--- src/rtl/srtsch_pkg.sv ---
package srtsch_pkg;

  localparam int unsigned MAX_TASKS  = 16;
  localparam int unsigned TIME_WIDTH = 16;

  localparam int unsigned IDX_W = $clog2(MAX_TASKS);
  localparam int unsigned CNT_W = $clog2(MAX_TASKS + 1);

  localparam logic [1:0] OP_ADD   = 2'd0;
  localparam logic [1:0] OP_TICK  = 2'd1;
  localparam logic [1:0] OP_CLEAR = 2'd2;

  typedef struct packed {
    logic [1:0]  operation;
    logic [15:0] arrival_time;
    logic [15:0] burst_time;
  } item_t;

  typedef struct packed {
    logic        accepted;
    logic [3:0]  slot;
    logic        ran;
    logic        finished;
    logic        all_done;
    logic [31:0] current_time;
  } result_t;

  typedef struct packed {
    logic load;     // latch the accepted item and reset the tick search
    logic scan_rd;  // read the next table entry for the search
    logic update;   // apply the chosen task's unit of work and advance time
    logic emit;     // perform add or clear and load the result register
  } ctrl_cmd_t;

  typedef struct packed {
    logic need_scan;
    logic scan_last;
    logic out_free;
  } dp_status_t;

  function automatic logic [3:0] to_slot(input logic [IDX_W-1:0] idx);
    logic [31:0] wide;
    wide = 32'(idx);
    return wide[3:0];
  endfunction

endpackage

--- src/rtl/srtsch_ctrl.sv ---
module srtsch_ctrl
  import srtsch_pkg::*;
(
  input  logic       clk_i,
  input  logic       rst_ni,
  input  logic       in_valid_i,
  output logic       in_stall_o,
  input  dp_status_t status_i,
  output ctrl_cmd_t  cmd_o
);

  typedef enum logic [4:0] {
    S_IDLE   = 5'b00001,
    S_SCAN   = 5'b00010,
    S_DRAIN  = 5'b00100,
    S_UPDATE = 5'b01000,
    S_FINISH = 5'b10000
  } state_e;

  state_e state_q, state_d;

  assign in_stall_o = (state_q != S_IDLE);

  always_comb begin
    state_d = state_q;
    cmd_o   = '0;
    case (state_q)
      S_IDLE: begin
        if (in_valid_i) begin
          cmd_o.load = 1'b1;
          state_d    = status_i.need_scan ? S_SCAN : S_FINISH;
        end
      end
      S_SCAN: begin
        cmd_o.scan_rd = 1'b1;
        if (status_i.scan_last) begin
          state_d = S_DRAIN;
        end
      end
      S_DRAIN: begin
        // The last entry read is compared in this cycle.
        state_d = S_UPDATE;
      end
      S_UPDATE: begin
        cmd_o.update = 1'b1;
        state_d      = S_FINISH;
      end
      S_FINISH: begin
        if (status_i.out_free) begin
          cmd_o.emit = 1'b1;
          state_d    = S_IDLE;
        end
      end
      default: begin
        state_d = S_IDLE;
      end
    endcase
  end

  always_ff @(posedge clk_i or negedge rst_ni) begin
    if (!rst_ni) begin
      state_q <= S_IDLE;
    end else begin
      state_q <= state_d;
    end
  end

endmodule

--- src/rtl/srtsch_dp.sv ---
module srtsch_dp
  import srtsch_pkg::*;
(
  input  logic       clk_i,
  input  logic       rst_ni,
  input  item_t      in_data_i,
  input  ctrl_cmd_t  cmd_i,
  output dp_status_t status_o,
  output logic       out_valid_o,
  input  logic       out_stall_i,
  output result_t    out_data_o
);

  logic [15:0]           arr_mem [MAX_TASKS];
  logic [15:0]           rem_mem [MAX_TASKS];

  item_t                 item_q;
  logic [CNT_W-1:0]      task_count_q;
  logic [CNT_W-1:0]      done_count_q;
  logic [TIME_WIDTH-1:0] time_q;

  logic [IDX_W-1:0]      scan_idx_q;
  logic                  rd_pend_q;
  logic                  rd_in_q;
  logic [IDX_W-1:0]      rd_idx_q;
  logic [15:0]           rd_arr_q;
  logic [15:0]           rd_rem_q;

  logic                  found_q;
  logic [IDX_W-1:0]      best_idx_q;
  logic [15:0]           best_rem_q;
  logic                  fin_q;

  logic                  out_valid_q;
  result_t               res_q;
  result_t               res_d;

  logic                  all_done;
  logic                  table_full;
  logic                  eligible;
  logic                  take;
  logic                  do_add;
  logic [IDX_W-1:0]      add_idx;
  logic                  mem_we;
  logic [IDX_W-1:0]      mem_waddr;

  assign all_done   = (done_count_q == task_count_q);
  assign table_full = (task_count_q == CNT_W'(MAX_TASKS));
  assign add_idx    = task_count_q[IDX_W-1:0];
  assign do_add     = cmd_i.emit && (item_q.operation == OP_ADD) && !table_full;

  assign status_o.need_scan = (in_data_i.operation == OP_TICK) && !all_done;
  assign status_o.scan_last = (scan_idx_q == IDX_W'(MAX_TASKS - 1));
  assign status_o.out_free  = !out_valid_q || !out_stall_i;

  assign out_valid_o = out_valid_q;
  assign out_data_o  = res_q;

  // Compare stage of the search, fed by the registered table read.
  assign eligible = rd_in_q && (32'(rd_arr_q) <= 32'(time_q)) && (rd_rem_q != 16'd0);
  assign take     = rd_pend_q && eligible && (!found_q || (rd_rem_q < best_rem_q));

  assign mem_we    = do_add || (cmd_i.update && found_q);
  assign mem_waddr = do_add ? add_idx : best_idx_q;

  always_ff @(posedge clk_i) begin
    if (mem_we) begin
      rem_mem[mem_waddr] <= do_add ? item_q.burst_time : (best_rem_q - 16'd1);
    end
    if (do_add) begin
      arr_mem[mem_waddr] <= item_q.arrival_time;
    end
    if (cmd_i.scan_rd) begin
      rd_arr_q <= arr_mem[scan_idx_q];
      rd_rem_q <= rem_mem[scan_idx_q];
      rd_idx_q <= scan_idx_q;
      rd_in_q  <= (CNT_W'(scan_idx_q) < task_count_q);
    end
  end

  always_ff @(posedge clk_i) begin
    if (cmd_i.load) begin
      item_q <= in_data_i;
    end
    if (take) begin
      best_idx_q <= rd_idx_q;
      best_rem_q <= rd_rem_q;
    end
    if (cmd_i.emit) begin
      res_q <= res_d;
    end
  end

  always_ff @(posedge clk_i or negedge rst_ni) begin
    if (!rst_ni) begin
      task_count_q <= '0;
      done_count_q <= '0;
      time_q       <= '0;
      scan_idx_q   <= '0;
      rd_pend_q    <= 1'b0;
      found_q      <= 1'b0;
      fin_q        <= 1'b0;
      out_valid_q  <= 1'b0;
    end else begin
      rd_pend_q <= cmd_i.scan_rd;

      if (cmd_i.load) begin
        scan_idx_q <= '0;
        found_q    <= 1'b0;
        fin_q      <= 1'b0;
      end else if (cmd_i.scan_rd) begin
        scan_idx_q <= scan_idx_q + IDX_W'(1);
      end

      if (take) begin
        found_q <= 1'b1;
      end

      if (cmd_i.update) begin
        if (found_q && (best_rem_q == 16'd1)) begin
          fin_q        <= 1'b1;
          done_count_q <= done_count_q + CNT_W'(1);
        end
        if (time_q != '1) begin
          time_q <= time_q + TIME_WIDTH'(1);
        end
      end

      if (do_add) begin
        task_count_q <= task_count_q + CNT_W'(1);
        if (item_q.burst_time == 16'd0) begin
          done_count_q <= done_count_q + CNT_W'(1);
        end
      end else if (cmd_i.emit && (item_q.operation == OP_CLEAR)) begin
        task_count_q <= '0;
        done_count_q <= '0;
        time_q       <= '0;
      end

      if (cmd_i.emit) begin
        out_valid_q <= 1'b1;
      end else if (!out_stall_i) begin
        out_valid_q <= 1'b0;
      end
    end
  end

  always_comb begin
    res_d              = '0;
    res_d.all_done     = all_done;
    res_d.current_time = 32'(time_q);
    case (item_q.operation)
      OP_ADD: begin
        if (!table_full) begin
          res_d.accepted = 1'b1;
          res_d.slot     = to_slot(add_idx);
          // Counts after the add: a zero-length burst completes at once.
          res_d.all_done = (item_q.burst_time == 16'd0) && all_done;
        end
      end
      OP_TICK: begin
        res_d.accepted = 1'b1;
        res_d.ran      = found_q;
        res_d.finished = fin_q;
        res_d.slot     = found_q ? to_slot(best_idx_q) : 4'd0;
      end
      OP_CLEAR: begin
        res_d.accepted     = 1'b1;
        res_d.all_done     = 1'b1;
        res_d.current_time = '0;
      end
      default: begin
        res_d.accepted = 1'b0;
      end
    endcase
  end

endmodule

--- src/rtl/srt_preemptive_scheduler_top.sv ---
// Preemptive shortest-remaining-time scheduler over a table of MAX_TASKS tasks.
// Input channel (in_valid_i, in_stall_o, in_data_i) carries one operation per
// transaction: add a task, tick one time unit, or clear the table and time.
// Output channel (out_valid_o, out_stall_i, out_data_o) returns exactly one
// result transaction per input transaction, in order.
// Add, clear, unknown operations and ticks with nothing left to run go from
// acceptance straight to the finish state, which loads their result once the
// output register is free. A tick that searches the table passes through the
// scan, drain, update and finish states: the table memory has one read port, so
// the search reads all MAX_TASKS entries, one entry per cycle, then the drain
// state compares the last entry, the update state applies the update and the
// finish state loads the result.
// One item is in work at a time; in_stall_o is high from acceptance until the
// result is loaded into the output register. A new item is accepted while a
// finished result still waits there.
// When the receiver stalls, the result holds on out_data_o and a following
// item waits in its final cycle until the output register frees.
// Reset empties the table and zeroes time; no clearing pass is needed because
// slots at or above the task count are never used.
module srt_preemptive_scheduler_top
  import srtsch_pkg::*;
(
  input  logic    clk_i,
  input  logic    rst_ni,
  input  logic    in_valid_i,
  output logic    in_stall_o,
  input  item_t   in_data_i,
  output logic    out_valid_o,
  input  logic    out_stall_i,
  output result_t out_data_o
);

  ctrl_cmd_t  cmd;
  dp_status_t status;

  srtsch_ctrl u_ctrl (
    .clk_i      (clk_i),
    .rst_ni     (rst_ni),
    .in_valid_i (in_valid_i),
    .in_stall_o (in_stall_o),
    .status_i   (status),
    .cmd_o      (cmd)
  );

  srtsch_dp u_dp (
    .clk_i       (clk_i),
    .rst_ni      (rst_ni),
    .in_data_i   (in_data_i),
    .cmd_i       (cmd),
    .status_o    (status),
    .out_valid_o (out_valid_o),
    .out_stall_i (out_stall_i),
    .out_data_o  (out_data_o)
  );

endmodule
--- config.mk ---
export PLATFORM = sky130hd
export DESIGN_NAME = srt_preemptive_scheduler_top
export DESIGN_NICKNAME = d
export VERILOG_FILES = /design/src/rtl/srtsch_pkg.sv /design/src/rtl/srtsch_ctrl.sv /design/src/rtl/srtsch_dp.sv /design/src/rtl/srt_preemptive_scheduler_top.sv
export SDC_FILE = /design/constraint.sdc
export NUM_CORES = 1
export LEC_CHECK = 0
export BUFFER_PORTS_ARGS = -buffer_cell sky130_fd_sc_hd__buf_2
export CORE_MARGIN = 2
export CORE_UTILIZATION = 30
export CTS_CLUSTER_SIZE = 12
export DETAILED_ROUTE_END_ITERATION = 10
export GPL_ROUTABILITY_DRIVEN = 0
export PLACE_DENSITY_LB_ADDON = 0.1
export SYNTH_ARGS = -nofsm -noshare
export SYNTH_HDL_FRONTEND = slang
export SYNTH_SLANG_ARGS = --single-unit
--- constraint.sdc ---
create_clock -name clk_i -period 4.8 [get_ports clk_i]
set_input_delay 0.72 -clock clk_i [delete_from_list [all_inputs] [get_ports clk_i]]
set_output_delay 0.72 -clock clk_i [all_outputs]
set_load 0.01 [all_outputs]
# Word level (Yosys, flattened, before mapping)
# Memory sizes are Yosys's and may differ from the RTL's. A register that Yosys moved wholly into a read port is not among the register bits.
# Index checks and enable logic that the tools add are counted.
word_totals:
  input_bits: 38
  output_inout_bits: 42
  memories: 2
  wordCells: 121
  ff_bits: 138
  ram_bits: 512
classes:
  addsub: 5
  n_eq_ne: 18
  reduce_logical: 27
  n_mux: 43
  magnitude_cmp: 3
mem_list:
  columns: ["memory", "depth", "width", "read_ports", "rd_clocked_by_memory_dff", "wr", "line_no", "source"]
  rows:
  - ["u_dp.arr_mem", 16, 16, 1, 1, 1, "srtsch_dp.sv:14", "logic [15:0] arr_mem [MAX_TASKS];"]
  - ["u_dp.rem_mem", 16, 16, 1, 1, 1, "srtsch_dp.sv:15", "logic [15:0] rem_mem [MAX_TASKS];"]
op_table:
  columns: ["op", "count"]
  rows:
  - ["$mux W16", 5]
  - ["$mux W5", 12]
  - ["$pmux W5 S5", 1]
  - ["$mux W1", 18]
  - ["$add A16 B1 Y16 const B", 1]
  - ["$eq A16 B1 Y1 const B", 1]
  - ["$le A16 B16 Y1", 1]
  - ["$logic_not A16 Y1", 1]
  - ["$lt A16 B16 Y1", 1]
  - ["$mux W4", 4]
  - ["$ne A16 B16 Y1 const B", 1]
  - ["$reduce_bool A16 Y1", 1]
  - ["$sub A16 B1 Y16 const B", 1]
  - ["$logic_and A1 B1 Y1", 11]
  - ["$add A5 B1 Y5 const B", 2]
  - ["$eq A5 B5 Y1 const B", 2]
  - ["$pmux W4 S2", 1]
  - ["$ne A2 B2 Y1 const B", 3]
  - ["$reduce_bool A2 Y1", 3]
  - ["$eq A5 B1 Y1 const B", 1]
  - ["$eq A5 B2 Y1 const B", 1]
  - ["$eq A5 B3 Y1 const B", 1]
  - ["$eq A5 B4 Y1 const B", 1]
  - ["$eq A5 B5 Y1", 1]
  - ["other kinds (13)", 21]

# Longest topological paths before layout
logic_depth:
  depth_word: 9
  mapped_depth: 11
  depth_no_buf: 8

# Cells and area by module
# Synthesis repeated with hierarchy kept, for this count alone.
hier_totals:
  hier_cells: 1351
  hier_area_um2: 26644.3
by_module_without_submodules:
  columns: ["module", "seq_area_each_um2", "cells_per_inst", "area_per_inst_um2", "instances"]
  rows:
  - ["srtsch_dp", 19678.9, 1317, 26317.7, 1]
  - ["srtsch_ctrl", 126.4, 34, 326.6, 1]

# Least setup slack after synthesis
# No wires, ideal clock.
synth_timing:
  kind: "reg-to-reg"
  start: "reg u_dp.time_q[13]"
  end: "reg u_dp.best_idx_q[0], enable pin"
  synth_period_minus_slack_ns: 3.495
  slack_ns: 1.305
  n_path_buf: 0
  setup_time_ns: 0.431
  stages_incl_launch_ff: 8
  t_arrival_ns: 3.064
  required_time_ns: 4.369
  path_cell_list: "dfrtp_1 -> inv_1 -> ha_1 -> nand4_1 -> or2_2 -> nor4_1 -> a21oi_1 -> a211oi_1"
synth_via:
  elab_chain_cells: 5
synth_lines:
  columns: ["item", "line_no", "source"]
  rows:
  - ["start, declared", "srtsch_dp.sv:20", "logic [TIME_WIDTH-1:0] time_q;"]
  - ["start signal, assigned", "srtsch_dp.sv:125", "time_q <= time_q + TIME_WIDTH'(1);"]
  - ["$le A16 B16 Y1", "srtsch_dp.sv:60", "assign eligible = rd_in_q && (32'(rd_arr_q) <= 32'(time_q)) && (rd_rem_q != 16'd0);"]
  - ["$logic_and A1 B1 Y1 (2 in a row)", "srtsch_dp.sv:60", null]
  - ["$logic_and A1 B1 Y1 (2 in a row)", "srtsch_dp.sv:61", "assign take = rd_pend_q && eligible && (!found_q || (rd_rem_q < best_rem_q));"]
  - ["via u_dp.take", "srtsch_dp.sv:41", "logic take;"]
  - ["end signal, assigned", "srtsch_dp.sv:86", "best_idx_q <= rd_idx_q;"]
  - ["end, declared", "srtsch_dp.sv:30", "logic [IDX_W-1:0] best_idx_q;"]
# The timed path passes the listed nets, and every way through them passes these cells.
# A chain may end at the register's enable or synchronous reset.

# Worst setup path in the final report
layout_timing:
  start: "reg u_dp.task_count_q[0]"
  end: "mem u_dp.rem_mem[5][2], enable pin"
layout_via:
  elab_chain_cells: 6
  elab_cells_between_ends: 7
  cone_classes: "eq/ne: 1; mux: 3; reduce/logical: 3"
layout_lines:
  columns: ["item", "line_no", "source"]
  rows:
  - ["start, declared", "srtsch_dp.sv:18", "logic [CNT_W-1:0] task_count_q;"]
  - ["start signal, assigned", "srtsch_dp.sv:130", "task_count_q <= task_count_q + CNT_W'(1);"]
  - ["$eq A5 B5 Y1", "srtsch_dp.sv:48", "assign table_full = (task_count_q == CNT_W'(MAX_TASKS));"]
  - ["$logic_not A1 Y1", "srtsch_dp.sv:50", "assign do_add = cmd_i.emit && (item_q.operation == OP_ADD) && !table_full;"]
  - ["$logic_and A1 B1 Y1", "srtsch_dp.sv:50", null]
  - ["$logic_or A1 B1 Y1", "srtsch_dp.sv:63", "assign mem_we = do_add || (cmd_i.update && found_q);"]
  - ["$mux W1", "srtsch_dp.sv:67", "if (mem_we) begin"]
  - ["$mux W1", "srtsch_dp.sv:68", "rem_mem[mem_waddr] <= do_add ? item_q.burst_time : (best_rem_q - 16'd1);"]
  - ["end, declared", "srtsch_dp.sv:15", null]
# Several ways; a longest one is shown, not always the timed one.

==> results.json <==
{
  "syn2layout_area_growth_pct": 16.0,
  "synth_top_cell_area_share": 0.706,
  "synth_adder_area_share": 0.0211,
  "yosys-top-cells-area": "edfxtp_1 71%, mux4_2 14%, dfrtp_1 3.6%",
  "power_mw": 14.9,
  "p_leak_nw": 9.81,
  "synth-compound-area-share": 0.0249,
  "clkPwrFrac": 0.376,
  "clockBufferDepth": 3,
  "setup_viol": 0,
  "yosysWarnings": 0,
  "drc": 0,
  "final_common_cell": "edfxtp_1",
  "die_h_um": 302,
  "p_sw_frac": 0.257,
  "yosys.area_share.simple": 0.0434,
  "dr.pass1.iters": 5,
  "hold_viol_final": 0,
  "worstMarginPinSlew_ns": 1.13,
  "track_usage": 0.138,
  "synthMuxAreaShare": 0.135,
  "synth.avg_cell_area_um2": 19.8,
  "slew_headroom": 0.244,
  "combPwrFrac": 0.139,
  "clock_sinks": 666,
  "ys_ff_latch": 666,
  "path_buf_inv": 1,
  "async_reset_ff_frac": 0.0586,
  "cts-resized-gates": 0,
  "ant_nets": 0,
  "portBuffers": 63,
  "hp-class": "primary input to async pin",
  "wirelength_mm": 62.1,
  "synth_top_family_by_area": "multiplexers",
  "rows": 109,
  "start_kind": "register",
  "cts_made_buffers": 76,
  "synth-xor-area-share": 0.0115,
  "crit_path_end_kind": "register",
  "seq_area_frac_synth": 0.742,
  "coreArea_um2": 88200,
  "grt_first_pass_wirelength_mm": 91.3,
  "cpLargestDelayFamily": "simple AND/OR/NAND/NOR gates",
  "fin_worst_skew_ns": 0.0264,
  "max_cap_viol_count": 0,
  "period_share": 0.791,
  "p_per_area_nw_per_um2": 483,
  "nNetsFinal": 1555,
  "cp_slowest_cell": "nor2_2",
  "fmax_mhz": 263,
  "path_max_fanout": 16,
  "cts_tree": "yes",
  "p_int_mw": 11.1,
  "pwr-share-seq": 0.484,
  "crit_type": "register to register",
  "yosys.area.top_type": "edfxtp_1",
  "status": "finished, final reports clean",
  "clock_latency_ns": 0.61,
  "dp.cells": 2559,
  "postSynthCellCount": 1349,
  "initial_core_util": 0.302,
  "die-width_um": 302,
  "grt.overflow.total": 0,
  "reg2reg_from": "u_dp.task_count_q[0]",
  "fin_crit_ns": 3.80,
  "htreeDepth": 3,
  "grt_max_degree": 44,
  "viasPerCell": 4.73,
  "setup_tns_ns": 0,
  "holdBufCountCts": 0,
  "place_hpwl_mm": 41.1,
  "cts_root_buf": "clkbuf_16",
  "pin_count": 80,
  "finalMaxSlewViolations": 0,
  "synth_cell_types": 63,
  "path_cells": "inv_1 > ha_1 > nand2_1 > o31a_1 > and2_2 > nand3_2 > a22o_1 > nor2_2",
  "irDropWorstVdd_v": 0.000262,
  "post_cts_buffers": 0,
  "cts.clk_slew.worst_paths_ns": 0.06,
  "wire_per_inst_um": 23.0,
  "grt_antenna_before_repair": 3,
  "stdcell_count": 2697,
  "required_ns": 5.01,
  "final_cell_mix": "627 x edfxtp_1, 160 x mux4_2, 78 x clkbuf_16",
  "first_iter_violations": 813,
  "vias": 12800,
  "synth_edf_count": 627,
  "startpoint": "u_dp.task_count_q[0]",
  "rsz0062_at_grt": "false",
  "fillers": 8217,
  "die_area_um2": 91300,
  "netlist_area_um2": 26700,
  "p_switching_mw": 3.84,
  "crit_path_max_incr_delay_ns": 0.83,
  "drive_gt1_frac": 0.272,
  "grt_pass1_vias": 13200,
  "synthFlopType": "edfxtp_1",
  "arrival_ns": 4.00
}
-- power groups by stage --
| stage | Clock, mW | Sequential (mW) | Combinational [mW] |
|---|---|---|---|
| 4_1_cts | 5.81 | 7.26 | 2.14 |
| 3_5_place_dp | 0 | 7.37 | 2.13 |
| 6_report | 5.62 | 7.24 | 2.08 |
| 3_3_place_gp | 0 | 7.36 | 2.12 |
| 2_1_floorplan | 0 | 7.14 | 1.51 |
| 5_1_grt | 6.00 | 7.30 | 2.31 |
-- through the flow --
| step | cell area (um^2) | hold slack [ns] | utilization | setup slack, ns |
|---|---|---|---|---|
| 6_report | 31000 | 0.268 | 0.351 | 1.00 |
| 3_5_place_dp | 28500 | 0.405 | 0.323 | 0.974 |
| 5_1_grt | 30900 | 0.257 | 0.351 | 0.737 |
| 2_1_floorplan | 26700 | 0.400 | - | 1.30 |
| 3_3_place_gp | 28500 | 0.402 | 0.323 | 1.12 |
| 4_1_cts | 30900 | 0.238 | 0.351 | 0.968 |
-- synthesized netlist by cell type (3+ instances only) --
master and n:
or3_1 3, nor2_1 87, nor4_1 12, buf_6 3, a31oi_4 3, nand2_1 44, o21ai_0 30, dfrtp_1 38
clkbuf_1 19, nand4_1 22, nand3_2 5, mux4_2 160, a21oi_1 21, and3_1 4, nor3b_1 3, a22o_1 8
a21o_1 6, edfxtp_1 627, buf_2 12, nand3b_1 7, a211oi_1 6, inv_1 44, or2_2 3, nor3_1 17
buf_1 10, buf_4 26, nand3_1 10, and2_1 4, xnor2_1 27, xor2_1 8, ha_1 45
-- final timing paths --
| path | to | slack [ns] | cells past startpoint |
|---|---|---|---|
| min in group clk_i | u_dp.item_q[10] | 0.28 | 1 |
| setup reg to reg | u_dp.rem_mem[5][2] | 1.00 | 8 |
| setup / recovery | u_dp.rem_mem[5][2] | 1.00 | 8 |
| max in group asynchronous | u_dp.scan_idx_q[2] | 3.80 | 1 |
| hold / removal | u_dp.time_q[7] | 0.27 | 1 |
| hold reg to reg | u_dp.best_idx_q[2] | 0.42 | 0 |
-- cells by family after synthesis --
group,after synthesis
AND/OR/NAND/NOR,233
adder cells (fa/ha/maj),45
flip-flops,666
XOR/XNOR,35
buffers and inverters,114
AO/OA/AOI/OAI,94
other,1
multiplexers,161
-- registers in the layout, indices dropped and copies added, names as in the netlist --
name and flops:
u_dp.rd_pend_q 1, u_dp.arr_mem 256, u_dp.best_rem_q 16, u_dp.out_valid_o 1
u_dp.task_count_q 5, u_dp.best_idx_q 4, u_dp.found_q 1, u_dp.rd_rem_q 16
u_dp.rd_idx_q 4, u_dp.rem_mem 256, u_dp.done_count_q 5, u_dp.fin_q 1
u_dp.rd_arr_q 16, u_dp.time_q 16, u_dp.rd_in_q 1, u_ctrl.state_q 5
u_dp.out_data_o 24, u_dp.scan_idx_q 4, u_dp.item_q 34
-- per-layer routing --
metal,track usage,vias to the layer above,share of wire
met1,0.213,6738,0.51
met4,0.0402,0,0.019
met2,0.197,260,0.43
li1,-,5691,-
met5,0,-,0
met3,0.0242,80,0.042
-- cell type report --
class	count	area [um^2]	share of cell area
inverter	44	165	0.00534
timing repair buffer	100	643	0.0208
antenna	2	5.00	0.000162
multi-input combinational	584	6460	0.209
sequential	666	19800	0.640
clock buffer	96	2020	0.0652
clock inverter	40	384	0.0124
tap	1165	1460	0.0471
(Power assumes the default switching activity.)
